===== config.mk =====
export PLATFORM = sky130hd
export DESIGN_NAME = shell_sorter_halving_gaps
export DESIGN_NICKNAME = d
export VERILOG_FILES = /design/src/rtl/shsort_pkg.sv /design/src/rtl/shsort_dp.sv /design/src/rtl/shsort_ctrl.sv /design/src/rtl/shell_sorter_halving_gaps.sv
export SDC_FILE = /design/constraint.sdc
export NUM_CORES = 2
export LEC_CHECK = 0
export BUFFER_PORTS_ARGS = -buffer_cell sky130_fd_sc_hd__buf_4
export CORE_MARGIN = 2
export CORE_UTILIZATION = 60
export CTS_CLUSTER_DIAMETER = 60
export DETAILED_ROUTE_END_ITERATION = 10
export PLACE_DENSITY = 0.74
export SLEW_MARGIN = 10
export SYNTH_ARGS = -nofsm -noshare
export SYNTH_HDL_FRONTEND = slang
export SYNTH_SLANG_ARGS = --single-unit
export TNS_END_PERCENT = 30

===== constraint.sdc =====
create_clock -name clk_i -period 9.7 [get_ports clk_i]
set_input_delay 1.94 -clock clk_i [delete_from_list [all_inputs] [get_ports clk_i]]
set_output_delay 1.94 -clock clk_i [all_outputs]
set_load 0.03 [all_outputs]

===== src/rtl/shsort_pkg.sv =====
// shared types for the shell sorter: controller command and datapath status bundles
// no dependencies; imported by shsort_ctrl, shsort_dp and the top level
package shsort_pkg;

  localparam int unsigned DATA_W = 32;

  // commands from controller to datapath
  typedef struct packed {
    logic load;        // store input element if room, bump count
    logic clr_count;   // end of set
    logic gap_init;    // gap = count / 2, outer = gap
    logic gap_halve;   // gap = gap / 2, outer = gap
    logic rd_outer;    // read store[outer], inner = outer
    logic latch_held;  // held = read data
    logic rd_prev;     // read store[inner - gap]
    logic wr_prev;     // store[inner] = read data, inner -= gap
    logic wr_held;     // store[inner] = held
    logic outer_inc;
    logic k_clr;
    logic rd_k;        // read store[k]
    logic out_load;    // output register = read data
    logic k_inc;
  } cmd_t;

  // status from datapath to controller
  typedef struct packed {
    logic few;           // fewer than two elements, no pass needed
    logic halved_zero;   // next gap would be zero
    logic outer_lt_n;
    logic inner_ge_gap;
    logic prev_gt_held;  // signed compare of read data against held value
    logic k_is_last;
  } sts_t;

endpackage


===== src/rtl/shsort_dp.sv =====
// shell sorter datapath: element store, count, gap and index registers, output register
// depends on shsort_pkg for the command and status bundles
module shsort_dp #(
  parameter int unsigned MAX_ELEMENTS = 64
) (
  input  logic                                clk_i,
  input  logic                                rst_ni,
  input  shsort_pkg::cmd_t                    cmd_i,
  output shsort_pkg::sts_t                    sts_o,
  input  logic signed [shsort_pkg::DATA_W-1:0] element_value_i,
  output logic signed [shsort_pkg::DATA_W-1:0] sorted_value_o,
  output logic                                last_out_o
);
  import shsort_pkg::*;

  localparam int unsigned IDX_W = (MAX_ELEMENTS > 1) ? $clog2(MAX_ELEMENTS) : 1;
  localparam int unsigned CNT_W = $clog2(MAX_ELEMENTS + 1);

  logic [DATA_W-1:0] mem_q [MAX_ELEMENTS];
  logic [DATA_W-1:0] rdata_q;
  logic [DATA_W-1:0] held_q;
  logic [DATA_W-1:0] out_data_q;
  logic              out_last_q;

  logic [CNT_W-1:0] count_q, count_d;
  logic [IDX_W-1:0] gap_q, gap_d;
  logic [CNT_W-1:0] outer_q, outer_d;
  logic [IDX_W-1:0] inner_q, inner_d;
  logic [IDX_W-1:0] k_q, k_d;

  logic              full;
  logic [IDX_W-1:0]  gap_half;
  logic [IDX_W-1:0]  gap_first;
  logic [IDX_W-1:0]  prev_idx;
  logic              we;
  logic [IDX_W-1:0]  waddr;
  logic [DATA_W-1:0] wdata;
  logic              re;
  logic [IDX_W-1:0]  raddr;

  assign full      = (count_q == CNT_W'(MAX_ELEMENTS));
  assign gap_half  = gap_q >> 1;
  assign gap_first = IDX_W'(count_q >> 1);
  assign prev_idx  = inner_q - gap_q;

  // write port select
  always_comb begin
    we    = 1'b0;
    waddr = inner_q;
    wdata = held_q;
    if (cmd_i.load && !full) begin
      we    = 1'b1;
      waddr = count_q[IDX_W-1:0];
      wdata = element_value_i;
    end else if (cmd_i.wr_prev) begin
      we    = 1'b1;
      wdata = rdata_q;
    end else if (cmd_i.wr_held) begin
      we    = 1'b1;
    end
  end

  // read port select
  always_comb begin
    re    = cmd_i.rd_outer | cmd_i.rd_prev | cmd_i.rd_k;
    raddr = k_q;
    if (cmd_i.rd_outer) begin
      raddr = outer_q[IDX_W-1:0];
    end else if (cmd_i.rd_prev) begin
      raddr = prev_idx;
    end
  end

  always_ff @(posedge clk_i) begin
    if (we) begin
      mem_q[waddr] <= wdata;
    end
    if (re) begin
      rdata_q <= mem_q[raddr];
    end
  end

  always_comb begin
    count_d = count_q;
    gap_d   = gap_q;
    outer_d = outer_q;
    inner_d = inner_q;
    k_d     = k_q;
    if (cmd_i.load && !full) count_d = count_q + CNT_W'(1);
    if (cmd_i.clr_count)     count_d = '0;
    if (cmd_i.gap_init) begin
      gap_d   = gap_first;
      outer_d = CNT_W'(gap_first);
    end
    if (cmd_i.gap_halve) begin
      gap_d   = gap_half;
      outer_d = CNT_W'(gap_half);
    end
    if (cmd_i.outer_inc) outer_d = outer_q + CNT_W'(1);
    if (cmd_i.rd_outer)  inner_d = outer_q[IDX_W-1:0];
    if (cmd_i.wr_prev)   inner_d = prev_idx;
    if (cmd_i.k_clr)     k_d = '0;
    if (cmd_i.k_inc)     k_d = k_q + IDX_W'(1);
  end

  always_ff @(posedge clk_i or negedge rst_ni) begin
    if (!rst_ni) begin
      count_q <= '0;
      gap_q   <= '0;
      outer_q <= '0;
      inner_q <= '0;
      k_q     <= '0;
    end else begin
      count_q <= count_d;
      gap_q   <= gap_d;
      outer_q <= outer_d;
      inner_q <= inner_d;
      k_q     <= k_d;
    end
  end

  always_ff @(posedge clk_i) begin
    if (cmd_i.latch_held) begin
      held_q <= rdata_q;
    end
    if (cmd_i.out_load) begin
      out_data_q <= rdata_q;
      out_last_q <= sts_o.k_is_last;
    end
  end

  always_comb begin
    sts_o.few          = (count_q < CNT_W'(2));
    sts_o.halved_zero  = (gap_half == '0);
    sts_o.outer_lt_n   = (outer_q < count_q);
    sts_o.inner_ge_gap = (inner_q >= gap_q);
    sts_o.prev_gt_held = ($signed(rdata_q) > $signed(held_q));
    sts_o.k_is_last    = ((CNT_W'(k_q) + CNT_W'(1)) == count_q);
  end

  assign sorted_value_o = out_data_q;
  assign last_out_o     = out_last_q;

  a_count_bound: assert property (@(posedge clk_i) disable iff (!rst_ni)
    count_q <= CNT_W'(MAX_ELEMENTS))
    else $error("element count beyond store depth");

  a_outer_in_range: assert property (@(posedge clk_i) disable iff (!rst_ni)
    cmd_i.rd_outer |-> (outer_q < count_q) && (gap_q != '0))
    else $error("outer read outside the held elements");

  a_prev_in_range: assert property (@(posedge clk_i) disable iff (!rst_ni)
    cmd_i.rd_prev |-> (inner_q >= gap_q) && (gap_q != '0) && (CNT_W'(inner_q) < count_q))
    else $error("gapped read below the store base");

endmodule


===== src/rtl/shsort_ctrl.sv =====
// shell sorter controller: sequences load, gapped insertion passes and output burst
// depends on shsort_pkg; drives commands into shsort_dp and reads its status
module shsort_ctrl (
  input  logic             clk_i,
  input  logic             rst_ni,
  input  logic             in_valid_i,
  output logic             in_ready_o,
  input  logic             is_last_i,
  output logic             out_valid_o,
  input  logic             out_ready_i,
  input  shsort_pkg::sts_t sts_i,
  output shsort_pkg::cmd_t cmd_o
);
  import shsort_pkg::*;

  localparam logic [3:0] S_LOAD     = 4'd0;
  localparam logic [3:0] S_GAP_INIT = 4'd1;
  localparam logic [3:0] S_RD_OUTER = 4'd2;
  localparam logic [3:0] S_HOLD     = 4'd3;
  localparam logic [3:0] S_CHK      = 4'd4;
  localparam logic [3:0] S_CMP      = 4'd5;
  localparam logic [3:0] S_OUT_RD   = 4'd6;
  localparam logic [3:0] S_OUT_LD   = 4'd7;
  localparam logic [3:0] S_OUT_HOLD = 4'd8;

  logic [3:0] state_q, state_d;

  always_comb begin
    state_d     = state_q;
    cmd_o       = '0;
    in_ready_o  = 1'b0;
    out_valid_o = 1'b0;
    unique case (state_q)
      S_LOAD: begin
        in_ready_o = 1'b1;
        if (in_valid_i) begin
          cmd_o.load = 1'b1;
          if (is_last_i) state_d = S_GAP_INIT;
        end
      end
      S_GAP_INIT: begin
        cmd_o.gap_init = 1'b1;
        if (sts_i.few) begin
          cmd_o.k_clr = 1'b1;
          state_d     = S_OUT_RD;
        end else begin
          state_d = S_RD_OUTER;
        end
      end
      S_RD_OUTER: begin
        if (sts_i.outer_lt_n) begin
          cmd_o.rd_outer = 1'b1;
          state_d        = S_HOLD;
        end else if (sts_i.halved_zero) begin
          cmd_o.k_clr = 1'b1;
          state_d     = S_OUT_RD;
        end else begin
          cmd_o.gap_halve = 1'b1;
        end
      end
      S_HOLD: begin
        cmd_o.latch_held = 1'b1;
        state_d          = S_CHK;
      end
      S_CHK: begin
        if (sts_i.inner_ge_gap) begin
          cmd_o.rd_prev = 1'b1;
          state_d       = S_CMP;
        end else begin
          cmd_o.wr_held   = 1'b1;
          cmd_o.outer_inc = 1'b1;
          state_d         = S_RD_OUTER;
        end
      end
      S_CMP: begin
        // shift the larger neighbor up one gap, or drop the held value in place
        if (sts_i.prev_gt_held) begin
          cmd_o.wr_prev = 1'b1;
          state_d       = S_CHK;
        end else begin
          cmd_o.wr_held   = 1'b1;
          cmd_o.outer_inc = 1'b1;
          state_d         = S_RD_OUTER;
        end
      end
      S_OUT_RD: begin
        cmd_o.rd_k = 1'b1;
        state_d    = S_OUT_LD;
      end
      S_OUT_LD: begin
        cmd_o.out_load = 1'b1;
        state_d        = S_OUT_HOLD;
      end
      S_OUT_HOLD: begin
        out_valid_o = 1'b1;
        if (out_ready_i) begin
          if (sts_i.k_is_last) begin
            cmd_o.clr_count = 1'b1;
            state_d         = S_LOAD;
          end else begin
            cmd_o.k_inc = 1'b1;
            state_d     = S_OUT_RD;
          end
        end
      end
      default: begin
        state_d = S_LOAD;
      end
    endcase
  end

  always_ff @(posedge clk_i or negedge rst_ni) begin
    if (!rst_ni) begin
      state_q <= S_LOAD;
    end else begin
      state_q <= state_d;
    end
  end

  a_cmp_after_chk: assert property (@(posedge clk_i) disable iff (!rst_ni)
    (state_q == S_CMP) |-> ($past(state_q) == S_CHK))
    else $error("compare step without a preceding read");

  a_out_ld_after_rd: assert property (@(posedge clk_i) disable iff (!rst_ni)
    (state_q == S_OUT_LD) |-> ($past(state_q) == S_OUT_RD))
    else $error("output load without a store read");

  a_sort_after_last: assert property (@(posedge clk_i) disable iff (!rst_ni)
    (state_q == S_GAP_INIT) |-> ($past(state_q) == S_LOAD) && $past(in_valid_i && is_last_i))
    else $error("sort started without a last element");

endmodule


===== src/rtl/shell_sorter_halving_gaps.sv =====
// shell sorter, gaps n/2, n/4 .. 1, over a single-port-read element store.
// load: one element per cycle. sort: a setup step, then per outer step a store read,
// a latch of the held value and a check; per shifted element a gapped read and a compare;
// one more compare where the walk stops; a gap halving per pass end. output: each result
// is read, registered and held until out_ready_i; input is held off until the burst is done.
// reset clears the controller and counters only; the store is not cleared.
module shell_sorter_halving_gaps #(
  parameter int unsigned MAX_ELEMENTS = 64
) (
  input  logic                                 clk_i,
  input  logic                                 rst_ni,
  input  logic                                 in_valid_i,
  output logic                                 in_ready_o,
  input  logic signed [shsort_pkg::DATA_W-1:0] element_value_i,
  input  logic                                 is_last_i,
  output logic                                 out_valid_o,
  input  logic                                 out_ready_i,
  output logic signed [shsort_pkg::DATA_W-1:0] sorted_value_o,
  output logic                                 last_out_o
);
  import shsort_pkg::*;

  cmd_t cmd;
  sts_t sts;

  shsort_ctrl u_ctrl (
    .clk_i       (clk_i),
    .rst_ni      (rst_ni),
    .in_valid_i  (in_valid_i),
    .in_ready_o  (in_ready_o),
    .is_last_i   (is_last_i),
    .out_valid_o (out_valid_o),
    .out_ready_i (out_ready_i),
    .sts_i       (sts),
    .cmd_o       (cmd)
  );

  shsort_dp #(
    .MAX_ELEMENTS (MAX_ELEMENTS)
  ) u_dp (
    .clk_i           (clk_i),
    .rst_ni          (rst_ni),
    .cmd_i           (cmd),
    .sts_o           (sts),
    .element_value_i (element_value_i),
    .sorted_value_o  (sorted_value_o),
    .last_out_o      (last_out_o)
  );

endmodule

==> flow_summary_export.csv <==
group,metric,value,unit
status,outcome,"finished, final reports clean",
grt,grt_use_total,34.1,%
sta,hold_viol,0,
power_and_ir_drop,finalPower,18.0,mW
grt,grt_pass1_wl,362000,um
placement,dp_slack,3.84,ns
setup_path,critPathKind,"reg -> reg",
floorplan,rows,139,
drt,top_layer,"met5",
floorplan,core,0.144,mm2
yosys,yosysTopAreaCellShare,73.8,%
setup_path,cp-start-kind,"register",
sta,fmax,163,MHz
drt,first_iter_violations,9329,
cts,cts_setup_buffers,0,
setup_path,crit_family,"compound AO/OA/AOI/OAI gates",
placement,gp_congestion,0.971,
drt,dr_wl_met3,35400,um
final_layout,n_fill_cell,9357,
drt,drc,0,
cts,ctsResizeCount,0,
sta,worst_pin_slew,1.41,ns
drt,first_pass_iters,8,
hold_path,hold_class,"reg -> reg",
floorplan,fp.dieH,385,um
floorplan,fp.dieW,385,um
yosys,synthCells,6118,
drt,wire_per_inst,30.8,um
grt,grt_pass1_vias,51800,
setup_path,r2r_slack,3.56,ns
setup_path,cp_cell_sequence,"inv_1 > ha_1 > a21o_1 > a221o_1 > a211oi_2 > o31a_2 > buf_4 > buf_4 > nand2_1 > and3_1 > a31oi_1 > o22ai_1 > nor3_1 > a211o_1",
final_layout,multi_input_area,0.0209,mm2
sta,finalSetupViolCount,0,
cts,clk_pin_slew,0.06,ns
yosys,synth-async-reset-ratio,1.65,%
yosys,syn-num-nets,6204,
sta,slew_headroom,5.18,%
yosys,synth.most_common_cell,"edfxtp_1",
yosys,synth.top_cells.by_count,"edfxtp_1 (2145), nand2_1 (1600), nand3_1 (353), and3_1 (208), buf_2 (187)",
final_layout,layout.nets,6257,
yosys,synth_area_leaders,"edfxtp_1 (74%), nand2_1 (6.9%), mux4_2 (2.1%)",
setup_path,crit_path_max_incr_delay,1.02,ns
final_layout,area_growth,11.1,%
yosys,synth_seq_cells,2181,
yosys,yosysUniqueCellTypes,78,
cts,ctsHoldBuffers,0,
cts,clk_path_buf_depth,3,
drt,met2_length,111000,um
setup_path,arrival,6.84,ns
drt,met1Wirelength,90500,um
setup_path,critPathSlowestCell,"nor3_1",
setup_path,crit_buf_inv,3,
sta,finalCritPeriodShare,63.3,%
yosys,synth_edf_count,2145,
sta,min_period,6.14,ns
yosys,seq_area_frac_synth,74.8,%
cts,cts-root-buf,"clkbuf_16",
flow_run,cap_viol_max_count,0,
sta,maxSlewViolCount,0,
sta,rsz0062_at_grt,"no",
placement,io_buffers,71,
yosys,avgSynthCellArea,14.3,um2
power_and_ir_drop,ir_drop,0.000207,V
placement,dp_hpwl,147000,um
drt,vias,55400,
final_layout,register_area,0.0653,mm2
sta,clock_skew,0.0336,ns
grt,grt_overflow,0,
sta,holdWs,0.514,ns
setup_path,critPathMostFrequentCell,"buf_4",
grt,grt_max_degree,160,
setup_path,critPathCaptureType,"register",
drt,ant_nets,0,
power_and_ir_drop,p_leak,31.7,nW
yosys,yosysWarnings,0,
floorplan,start_util,60.6,%
setup_path,cp_max_fo,71,
floorplan,dieArea,0.149,mm2
final_layout,drive_gt1_share,11.9,%
cts,cts_buffers,205,
cts,cts_tree,"built",
cts,clock_latency,0.86,ns
yosys,synthesis.area,0.0873,mm2
cts,cts_num_sinks,2181,
sta,tns,0,ns
setup_path,crit_required,10.40,ns
yosys,ys.flop_type,"edfxtp_1",
drt,viasPerCell,6.71,
cts,cts-htree-levels,4,
power_and_ir_drop,power_density,186,mW/mm2
grt,antenna_found_initial,11,
sta,layout_setup_ws,3.56,ns
yosys,yosysTopAreaCell,"edfxtp_1",
drt,wl,254000,um
floorplan,ios,72,
routing by layer:
metal	GRT usage, %	vias up
li1	-	23200
met2	49.4	4298
met5	0	-
met1	46.6	27200
met3	9.69	727
met4	20.2	10
power by group:
group | leakage (nW) | switching, mW | total (mW) | internal [mW]
Sequential | 15.8 | 0 | 10.2 | 10.2
Combinational | 12.7 | 0.00712 | 0.0165 | 0.00935
Clock | 3.16 | 3.45 | 7.84 | 4.39
Total | 31.7 | 3.46 | 18.0 | 14.6
layout by cell type, fill, tap and decap left out, drive strengths merged, types with 14 or more instances in the layout:
master     n
edfxtp  2145
clkinv    80
dfrtp     36
o221ai    17
ha        48
nand4     15
a31oi    163
nand3    353
bufinv    16
a31o      15
inv       72
o21ai     57
clkbuf   265
a221oi    35
nor3      38
mux4      81
xnor2     14
nor2     140
a211o     18
a21o      16
nor4      29
and3     208
mux2      23
a32oi     35
nand2   1600
mux2i    122
a21oi    169
a311oi    35
a22oi     21
o311ai    41
buf      212
o22ai     73
tightest hold or removal path: stages, from the launching register on:
cell	delay, ns
dfrtp_1	0.37
a21oi_1	0.07
inv_1	0.05
through the flow:
stage	cells	area [um2]	util, %
final	8251	97000	67.4
after global routing	8247	97000	67.4
after CTS	8247	97000	67.4
after detailed placement	7867	90500	62.8
after global placement	7862	90400	62.8
after floorplan	6118	87300	-
worst paths after layout:
check | startpoint | cells after the start | end
min | u_dp.gap_q[4] | 2 | u_dp.gap_q[4]
max reg2reg | u_dp.count_q[5] | 14 | u_dp.rdata_q[12]
min reg2reg | u_dp.gap_q[4] | 2 | u_dp.gap_q[4]
min in group asynchronous | rst_ni | 1 | u_dp.gap_q[1]
max in group asynchronous | rst_ni | 1 | u_ctrl.state_q[2]
max | u_dp.count_q[5] | 14 | u_dp.rdata_q[12]
flip-flops by register name (all words and copies together), names as in the netlist:
signal / count
u_dp.mem_q: 2048
u_dp.held_q: 32
u_dp.rdata_q: 32
u_dp.sorted_value_o: 32
u_dp.count_q: 7
u_dp.outer_q: 7
u_dp.gap_q: 6
u_dp.inner_q: 6
u_dp.k_q: 6
u_ctrl.state_q: 4
u_dp.last_out_o: 1
area by class of cell:
cell class                      count  area share (%)
Multi-Input combinational cell   3507            21.5
Antenna cell                        4          0.0103
Sequential cell                  2181            67.3
Clock inverter                    115            1.10
Tap cell                         1903            2.45
Clock buffer                      265            5.61
Timing Repair Buffer              212            1.75
Inverter                           64           0.248
cells by family (layout without fill, tap and decap cells):
family / count (synthesis) / in the layout / share of synthesized area [%]
muxes: 226 / 226 / 3.78
AOI/OAI and AO/OA: 788 / 788 / 6.28
DFF: 2181 / 2181 / 74.8
and+or+nand+nor: 2426 / 2426 / 11.9
buffers and inverters: 430 / 656 / 2.37
other: 0 / 4 / 0
adders and majority gates: 49 / 49 / 0.711
xor gates and xnor gates: 18 / 18 / 0.181
(Power assumes the default switching activity.)
